===== config.mk =====
export PLATFORM = sky130hd
export DESIGN_NAME = autocal_tristate_pulse_slicer_unit
export DESIGN_NICKNAME = d
export VERILOG_FILES = /design/src/design/atps_pkg.sv /design/src/design/atps_classify.sv /design/src/design/autocal_tristate_pulse_slicer_unit.sv
export SDC_FILE = /design/constraint.sdc
export NUM_CORES = 1
export LEC_CHECK = 0
export ABC_AREA = 1
export BUFFER_PORTS_ARGS = -buffer_cell sky130_fd_sc_hd__buf_2
export CAP_MARGIN = 20
export CORE_ASPECT_RATIO = 0.5
export CORE_MARGIN = 8
export CORE_UTILIZATION = 57
export CTS_CLUSTER_SIZE = 16
export DETAILED_ROUTE_END_ITERATION = 7
export PLACE_DENSITY = 0.75
export SLEW_MARGIN = 20
export SYNTH_ARGS = -nofsm -noshare
export SYNTH_HDL_FRONTEND = slang
export SYNTH_HIERARCHICAL = 1
export SYNTH_SLANG_ARGS = --single-unit

===== constraint.sdc =====
create_clock -name clk_i -period 7.2 [get_ports clk_i]
set_input_delay 2.16 -clock clk_i [delete_from_list [all_inputs] [get_ports clk_i]]
set_output_delay 2.16 -clock clk_i [all_outputs]
set_load 0.05 [all_outputs]

===== src/design/atps_pkg.sv =====
package atps_pkg;

  localparam int unsigned WidthW   = 8;
  localparam int unsigned TimeoutW = 16;
  localparam int unsigned ClassW   = 2;
  localparam int unsigned OutDataW = 8;

  localparam logic [WidthW-1:0]   CalMinReset  = 8'd255;
  localparam logic [WidthW-1:0]   CalMaxReset  = 8'd0;
  localparam logic [WidthW-1:0]   CalCurReset  = 8'd127;
  localparam logic [TimeoutW-1:0] TimeoutReset = 16'd1953;

  // Class codes
  localparam logic signed [ClassW-1:0] ClsShort = -2'sd1;
  localparam logic signed [ClassW-1:0] ClsMid   = 2'sd0;
  localparam logic signed [ClassW-1:0] ClsLong  = 2'sd1;

  // Input kind carried on tuser
  localparam logic ActWidth = 1'b0;
  localparam logic ActTick  = 1'b1;

endpackage


===== src/design/atps_classify.sv =====
module atps_classify import atps_pkg::*; (
  input  logic [WidthW-1:0]        min_i,
  input  logic [WidthW-1:0]        max_i,
  input  logic [WidthW-1:0]        cur_i,
  output logic signed [ClassW-1:0] cls_o
);

  logic signed [WidthW:0]   span;
  logic signed [WidthW:0]   half;
  logic [WidthW-1:0]        center;
  logic signed [WidthW+1:0] d_top;
  logic signed [WidthW+1:0] d_up;
  logic signed [WidthW+1:0] d_bot;
  logic signed [WidthW+1:0] d_down;

  always_comb begin
    span = $signed({1'b0, max_i}) - $signed({1'b0, min_i});
    // halve toward zero: bias negative spans by one before the shift
    half = (span + $signed({{WidthW{1'b0}}, span[WidthW]})) >>> 1;
    center = min_i + half[WidthW-1:0];

    d_top  = $signed({2'b00, max_i})  - $signed({2'b00, cur_i});
    d_up   = $signed({2'b00, cur_i})  - $signed({2'b00, center});
    d_bot  = $signed({2'b00, cur_i})  - $signed({2'b00, min_i});
    d_down = $signed({2'b00, center}) - $signed({2'b00, cur_i});

    if (cur_i > center) begin
      cls_o = (d_top < d_up) ? ClsLong : ClsMid;
    end else begin
      cls_o = (d_bot < d_down) ? ClsShort : ClsMid;
    end
  end

endmodule


===== src/design/autocal_tristate_pulse_slicer_unit.sv =====
// Channel | Dir | Payload                                        | Handshake
// s_axis  | in  | tuser: action, tdata: width                    | tvalid/tready
// m_axis  | out | tdata: level_class, changed, fired, cleared    | tvalid/tready
// cfg     | in  | timeout_ticks                                  | valid/ready
//
// One transaction per cycle while m_axis accepts; inputs and results are registered.
// The rate is set by the calibration update in the compute stage.
// Reset clears all valid flags and loads the calibration and timeout defaults.
// A stalled m_axis holds the result; s_axis keeps accepting until both stages fill.
module autocal_tristate_pulse_slicer_unit import atps_pkg::*; (
  input  logic                clk_i,
  input  logic                rst_ni,
  input  logic                s_axis_tvalid,
  output logic                s_axis_tready,
  input  logic [WidthW-1:0]   s_axis_tdata,  // [7:0] width
  input  logic                s_axis_tuser,  // [0] action
  output logic                m_axis_tvalid,
  input  logic                m_axis_tready,
  output logic [OutDataW-1:0] m_axis_tdata,  // [1:0] level_class, [2] class_changed,
                                             // [3] timeout_fired, [4] calibration_cleared
  input  logic                cfg_valid_i,
  output logic                cfg_ready_o,
  input  logic [TimeoutW-1:0] cfg_data_i
);

  logic                     in_valid_q, in_valid_d;
  logic                     in_action_q;
  logic [WidthW-1:0]        in_width_q;
  logic                     out_valid_q, out_valid_d;
  logic [OutDataW-1:0]      out_data_q;
  logic [TimeoutW-1:0]      timeout_q;

  logic [WidthW-1:0]        min_q, min_d;
  logic [WidthW-1:0]        max_q, max_d;
  logic [WidthW-1:0]        cur_q, cur_d;
  logic signed [ClassW-1:0] prev_q;
  logic [TimeoutW-1:0]      idle_q, idle_d;

  logic                     advance;
  logic                     process;
  logic [TimeoutW:0]        idle_inc;
  logic                     fired;
  logic                     cleared;
  logic                     changed;
  logic signed [ClassW-1:0] cls;
  logic [OutDataW-1:0]      out_data_d;

  assign advance       = !out_valid_q || m_axis_tready;
  assign process       = in_valid_q && advance;
  assign s_axis_tready = !in_valid_q || advance;
  assign cfg_ready_o   = 1'b1;
  assign m_axis_tvalid = out_valid_q;
  assign m_axis_tdata  = out_data_q;

  always_comb begin
    idle_inc = {1'b0, idle_q} + {{TimeoutW{1'b0}}, 1'b1};
    fired    = (in_action_q == ActTick) && (idle_inc >= {1'b0, timeout_q});
    cleared  = fired && (prev_q != ClsMid);

    min_d  = min_q;
    max_d  = max_q;
    cur_d  = cur_q;
    idle_d = idle_q;
    if (in_action_q == ActWidth) begin
      if (in_width_q < min_q) min_d = in_width_q;
      if (in_width_q > max_q) max_d = in_width_q;
      cur_d = in_width_q;
    end else if (fired) begin
      idle_d = '0;
      if (cleared) begin
        min_d = CalMinReset;
        max_d = CalMaxReset;
        cur_d = CalCurReset;
      end
    end else begin
      // below the timeout, so the count fits
      idle_d = idle_inc[TimeoutW-1:0];
    end
  end

  atps_classify u_classify (
    .min_i (min_d),
    .max_i (max_d),
    .cur_i (cur_d),
    .cls_o (cls)
  );

  assign changed    = (cls != prev_q);
  assign out_data_d = {3'b000, cleared, fired, changed, cls};

  assign in_valid_d  = s_axis_tready ? s_axis_tvalid : in_valid_q;
  assign out_valid_d = advance ? in_valid_q : out_valid_q;

  always_ff @(posedge clk_i or negedge rst_ni) begin
    if (!rst_ni) begin
      in_valid_q  <= 1'b0;
      out_valid_q <= 1'b0;
      timeout_q   <= TimeoutReset;
      min_q       <= CalMinReset;
      max_q       <= CalMaxReset;
      cur_q       <= CalCurReset;
      prev_q      <= ClsMid;
      idle_q      <= '0;
    end else begin
      in_valid_q  <= in_valid_d;
      out_valid_q <= out_valid_d;
      if (cfg_valid_i) begin
        timeout_q <= cfg_data_i;
      end
      if (process) begin
        min_q  <= min_d;
        max_q  <= max_d;
        cur_q  <= cur_d;
        prev_q <= cls;
        // restart the idle count on any class change
        idle_q <= changed ? '0 : idle_d;
      end
    end
  end

  always_ff @(posedge clk_i) begin
    if (s_axis_tvalid && s_axis_tready) begin
      in_action_q <= s_axis_tuser;
      in_width_q  <= s_axis_tdata;
    end
    if (process) begin
      out_data_q <= out_data_d;
    end
  end

endmodule


==> results of run 1 <==
==> through the flow <==
stage               utilization [%]  hold slack (ns)  setup WS [ns]  instance area, um^2  TNS [ns]
finish                         76.0            0.484          -1.07                 9520    -18.66
global route                   76.0            0.484          -1.56                 9520    -29.08
CTS                            74.4            0.479         -0.666                 9310    -10.94
detailed placement             68.7            0.470         -0.997                 8600    -17.20
global placement               68.7            0.465         -0.781                 8600    -13.10
floorplan                         -            0.449         -0.105                 7390     -1.02
==> logic make-up after synthesis <==
| logic type | count (synthesis) | synth area share (%) |
|---|---|---|
| buffers and inverters | 203 | 11.1 |
| other | 2 | 0.104 |
| DFF | 74 | 27.0 |
| AOI/OAI and AO/OA | 129 | 9.66 |
| and+or+nand+nor | 448 | 27.6 |
| xor gates and xnor gates | 48 | 5.83 |
| adders and majority gates | 103 | 18.5 |
| muxes | 1 | 0.156 |
==> metal layers <==
metal | share of wire [%] | global-route usage, % | wire length, um | vias to the layer above
met2 | 49 | 44.0 | 10400 | 247
met5 | 0 | 0 | 0 | -
li1 | - | - | - | 3550
met3 | 6.2 | 4.11 | 1300 | 46
met1 | 43 | 30.5 | 9000 | 3474
met4 | 2.0 | 6.10 | 419 | 0
==> synthesized netlist by cell type (2+ instances only) <==
master,count,area [um^2]
nor3_1,6,30.0
o21a_1,4,30.0
ha_1,97,1210
dfstp_2,21,552
nand3b_1,2,15.0
buf_1,2,7.51
clkbuf_1,11,41.3
edfxtp_1,14,420
a21oi_1,54,270
nand4_1,9,56.3
a21o_1,5,37.5
fa_1,6,120
nor2_4,3,33.8
inv_1,174,653
o22ai_1,4,25.0
nor2_1,36,135
o21ai_1,14,70.1
a31oi_1,3,18.8
o21ai_0,38,190
inv_2,3,11.3
o211ai_1,3,22.5
xnor2_1,4,35.0
conb_1,2,7.51
nand3_2,11,110
nand2_4,2,22.5
nand3_1,71,355
dfrtp_1,39,976
nand2_1,282,1060
nor2_2,3,18.8
nand2_2,21,131
o21bai_1,2,15.0
buf_4,4,30.0
buf_2,5,25.0
xor2_1,44,385
==> layout make-up <==
| cell class | instances | area [um^2] | share of cell area [%] |
|---|---|---|---|
| Multi-Input combinational cell | 733 | 4950 | 52.0 |
| Sequential cell | 74 | 1950 | 20.5 |
| Timing Repair Buffer | 189 | 1410 | 14.8 |
| Inverter | 178 | 671 | 7.05 |
| Clock buffer | 10 | 250 | 2.63 |
| Tap cell | 170 | 213 | 2.24 |
| Clock inverter | 6 | 71.3 | 0.749 |
==> critical path: cells and delay by family, from the launching register on <==
| kind | cells | cell delay (ns) |
|---|---|---|
| AND/OR/NAND/NOR | 28 | 2.80 |
| adder cells (fa/ha/maj) | 7 | 1.67 |
| AO/OA/AOI/OAI | 9 | 1.38 |
| buffers and inverters | 12 | 1.15 |
| XOR/XNOR | 4 | 0.78 |
| flip-flops | 1 | 0.43 |
==> flip-flops by register name, summed over array words and instances, names as in the netlist, 2 cells and up <==
| name | flops |
|---|---|
| max_q | 8 |
| min_q | 8 |
| timeout_q | 16 |
| m_axis_tdata | 5 |
| prev_q | 2 |
| in_width_q | 8 |
| idle_q | 16 |
| cur_q | 8 |
==> final timing paths <==
check	startpoint	endpoint	cells past startpoint
max	idle_q[0]	idle_q[8]	60
min	min_q[0]	min_q[0]	2
max reg2reg	idle_q[0]	idle_q[8]	60
min reg2reg	min_q[0]	min_q[0]	2
max in group asynchronous	rst_ni	idle_q[1]	2
min in group asynchronous	rst_ni	idle_q[2]	2
==> cell usage in the layout (no fill, tap or decap), types with 9 or more instances in the layout <==
cell type	n
inv_1	158
nand3_1	68
nand4_1	9
o21ai_0	32
xor2_1	37
edfxtp_1	14
dfstp_2	21
ha_1	80
inv_2	18
dfrtp_1	38
a21oi_1	46
nand3_2	11
buf_4	146
clkbuf_16	11
nand2_1	265
nand2_2	37
ha_4	16
o21ai_1	18
nor2_1	28
buf_2	36
==> repair_timing <==
item | in CTS | in global routing
cloned | 1 | 1
endpoints found under the setup margin | 21 | 21
gates resized for setup | 54 | 26
buffers inserted | 18 | 9
pin swaps | 18 | 32
==> flow_metrics.tcl, run 1 <==
set metrics [dict create \
    ys_seq_elements 74 \
    ios 41 \
    core_um2 12500 \
    fin_ws_ns -1.07 \
    initial_core_util_pct 57.6 \
    remaining_drc_errors 0 \
    fillCellCount 916 \
    root_buffer "clkbuf_16" \
    gp_congestion 0.920 \
    vias_per_cell 5.38 \
    wl_per_cell_um 15.6 \
    finalSetupViolCount 21 \
    period_share_pct 115 \
    track_usage_pct 24.4 \
    cts_tree "done" \
    overflow 0 \
    die_w_um 175 \
    hold_buffers 0 \
    die_area_um2 16700 \
    synth_sequential_area_ratio_pct 27.0 \
    dpl.hpwl_mm 15.3 \
    clock-sinks 74 \
    final_hold_viol_count 0 \
    fmax_mhz 121 \
    fin_nets 1318 \
    arrival_ns 8.52 \
    num_rows 29 \
    numCtsBuffers 9 \
    grt_pass1_vias 7162 \
    drv_slew 0 \
    tightest_slew_ns 0.846 \
    synthFlopType "dfrtp_1" \
    worst-setup-path-type "register to register" \
    synthDistinctLibCells 43 \
    post-route-min-period_ns 8.27 \
    reg2reg_setup_slack_ns -1.07 \
    synth-edff-count 14 \
    antenna_cells 0 \
    drt_iter0_drc 452 \
    grt_antenna_before_repair 0 \
    ctsHtreeMaxLevel 3 \
    grt_pass1_wl_mm 33.6 \
    async_flop_share_pct 81.1 \
    yosysWarnings 6 \
    die_y_um 95.6 \
    first_pass_iters 5 \
    final_cells 1360 \
    grt_max_degree 61 \
    clock_path_buffers 2 \
    area_growth_pct 31.9 \
    io_buffers 36 \
    clkTransAtPathRegs_ns 0.06 \
    maxCapViolCount 0 \
    clock_latency_ns 0.34 \
    cp.required_ns 7.45 \
    finalClockSkew_ns 0.00729 \
    crit_path_end_kind "register" \
    synth_area_um2 7210 \
    max_stage_delay_ns 0.43 \
    ant_nets 0 \
    hp-class "register to register" \
    cp_max_fo 8 \
    routed-via-count 7317 \
    relSlewSlack_pct 43.5 \
    placedCellCount 1315 \
    syn_avg_cell_area_um2 7.16 \
    crit_path_top_delay_cell "dfrtp_1" \
    startpoint_type "register" \
    drive_above_1_share_pct 30.2 \
    drt-total-wl_mm 21.2 \
    rsz0062_at_grt "yes" \
    violations "setup timing" \
    synthCells 1008 \
    outcome "finished with violations" \
]
Power of run 1 is not shown: default switching activity piles up to over one toggle a cycle in this logic, so the estimate is an artifact.
==> run 2, diff against run 1 <==
- PLACE_DENSITY: 0.75 -> not set
- PLACE_DENSITY_LB_ADDON: not set -> 0.2
==> flow_metrics.tcl, run 2 (synthesis results as in run 1) <==
set metrics [dict create \
    io_buffers 36 \
    final_hold_viol_count 0 \
    startpoint "idle_q[1]" \
    antenna_cells 0 \
    path_buf_inv 20 \
    ctsHtreeMaxLevel 3 \
    die_y_um 95.6 \
    crit_path_end_kind "register" \
    grt_max_degree 61 \
    period_share_pct 117 \
    ant_nets 0 \
    startpoint_type "register" \
    cp_max_fo 5 \
    area_growth_pct 35.7 \
    root_buffer "clkbuf_16" \
    rr_startpoint "idle_q[1]" \
    fin_area_um2 9790 \
    drive_above_1_share_pct 32.9 \
    fillCellCount 863 \
    overflow 0 \
    drv_slew 0 \
    num_rows 29 \
    fmax_mhz 118 \
    clock_latency_ns 0.34 \
    outcome "finished with violations" \
    first_pass_iters 5 \
    remaining_drc_errors 0 \
    final_cell_mix "nand2_1 (260), buf_4 (169), inv_1 (159)" \
    dpl.hpwl_mm 15.3 \
    fin_setup_tns_ns -21.72 \
    max_stage_delay_ns 0.40 \
    grt_antenna_before_repair 0 \
    drt-total-wl_mm 21.5 \
    clock-sinks 74 \
    ios 41 \
    arrival_ns 8.72 \
    r2r-end "idle_q[7]" \
    dpl-instance-area_um2 8640 \
    post-route-min-period_ns 8.45 \
    reg2reg_setup_slack_ns -1.25 \
    initial_core_util_pct 57.6 \
    endpoint "idle_q[7]" \
    clkTransAtPathRegs_ns 0.06 \
    postLayoutCoreUtil_pct 78.2 \
    worst-setup-path-type "register to register" \
    die_area_um2 16700 \
    routed-via-count 7305 \
    clock_path_buffers 2 \
    reg_top3 "idle_q (16), timeout_q (16)" \
    cp_top_family "simple AND/OR/NAND/NOR gates" \
    fin_ws_ns -1.25 \
    path_common_cell "buf_4" \
    crit_path_top_delay_cell "dfrtp_1" \
    track_usage_pct 25.4 \
    relSlewSlack_pct 38.4 \
    final_common_cell "nand2_1" \
    grt_pass1_vias 7305 \
    finalClockSkew_ns 0.00738 \
    numCtsBuffers 9 \
    vias_per_cell 5.28 \
    maxCapViolCount 0 \
    cp.required_ns 7.47 \
    finalSetupViolCount 21 \
    reg2regPathDepth 65 \
    gp_congestion 0.933 \
    core_um2 12500 \
    hp-class "register to register" \
    rsz0062_at_grt "yes" \
    cts_tree "done" \
    die_w_um 175 \
    path_depth 65 \
    fin_nets 1342 \
    wl_per_cell_um 15.5 \
    violations "setup timing" \
    tightest_slew_ns 0.922 \
    drt_iter0_drc 438 \
    dp_slack_ns -0.965 \
    grt_pass1_wl_mm 34.5 \
]
## run 2: cell count changes in the layout (fill, tap and decap cells not counted), moves of 5 or more
cell     previous run  this run
buf_4             146       169
o21ai_2             3        11
nand2_4             3        10
nand2_1           265       260
o21ai_1            18        13
## run 2: repair_timing
action	in CTS	in global routing
pin swaps	28	50
resized for setup	64	47
hold buffers	0	0
cloned	3	0
setup buffers	31	14
setup endpoints to repair	21	21
## run 2: worst min path at each step
stage                     startpoint       end  slack (ns)  cells past startpoint
after floorplan             cur_q[7]  cur_q[7]        0.45                      2
after global placement      cur_q[7]  cur_q[7]        0.46                      2
after detailed placement    min_q[3]  min_q[3]        0.47                      2
after CTS                   min_q[3]  min_q[3]        0.48                      2
after global routing        cur_q[1]  cur_q[1]        0.50                      2
final                       min_q[3]  min_q[3]        0.48                      2
## run 2: stage by stage
stage	hold WS, ns	std cells
4_1_cts	0.481	1372
3_3_place_gp	0.464	1322
5_1_grt	0.500	1384
3_5_place_dp	0.472	1322
6_report	0.479	1384
2_1_floorplan	0.449	1010
## run 2: worst reg2reg max path: cells and delay by family, from the launching register on
family,cells,cell delay [ns]
DFF,1,0.40
xor gates and xnor gates,1,0.14
AOI/OAI and AO/OA,5,0.61
and+or+nand+nor,34,3.44
buffers and inverters,20,2.45
adders and majority gates,5,1.35
## run 2: layout make-up
cell class | count | area (um^2) | share of cell area (%)
Clock buffer | 13 | 270 | 2.76
Tap cell | 170 | 213 | 2.17
Timing Repair Buffer | 213 | 1610 | 16.4
Inverter | 178 | 668 | 6.83
Multi-Input combinational cell | 733 | 5060 | 51.7
Clock inverter | 3 | 21.3 | 0.217
Sequential cell | 74 | 1950 | 19.9
## run 2: metal layers
metal	up-vias	routed length (um)	global-route usage, %
met4	0	579	8.34
met5	-	0	0
li1	3611	-	-
met1	3429	9080	30.5
met3	53	1170	4.98
met2	212	10600	45.7
Power of run 2 is left out for the same reason.
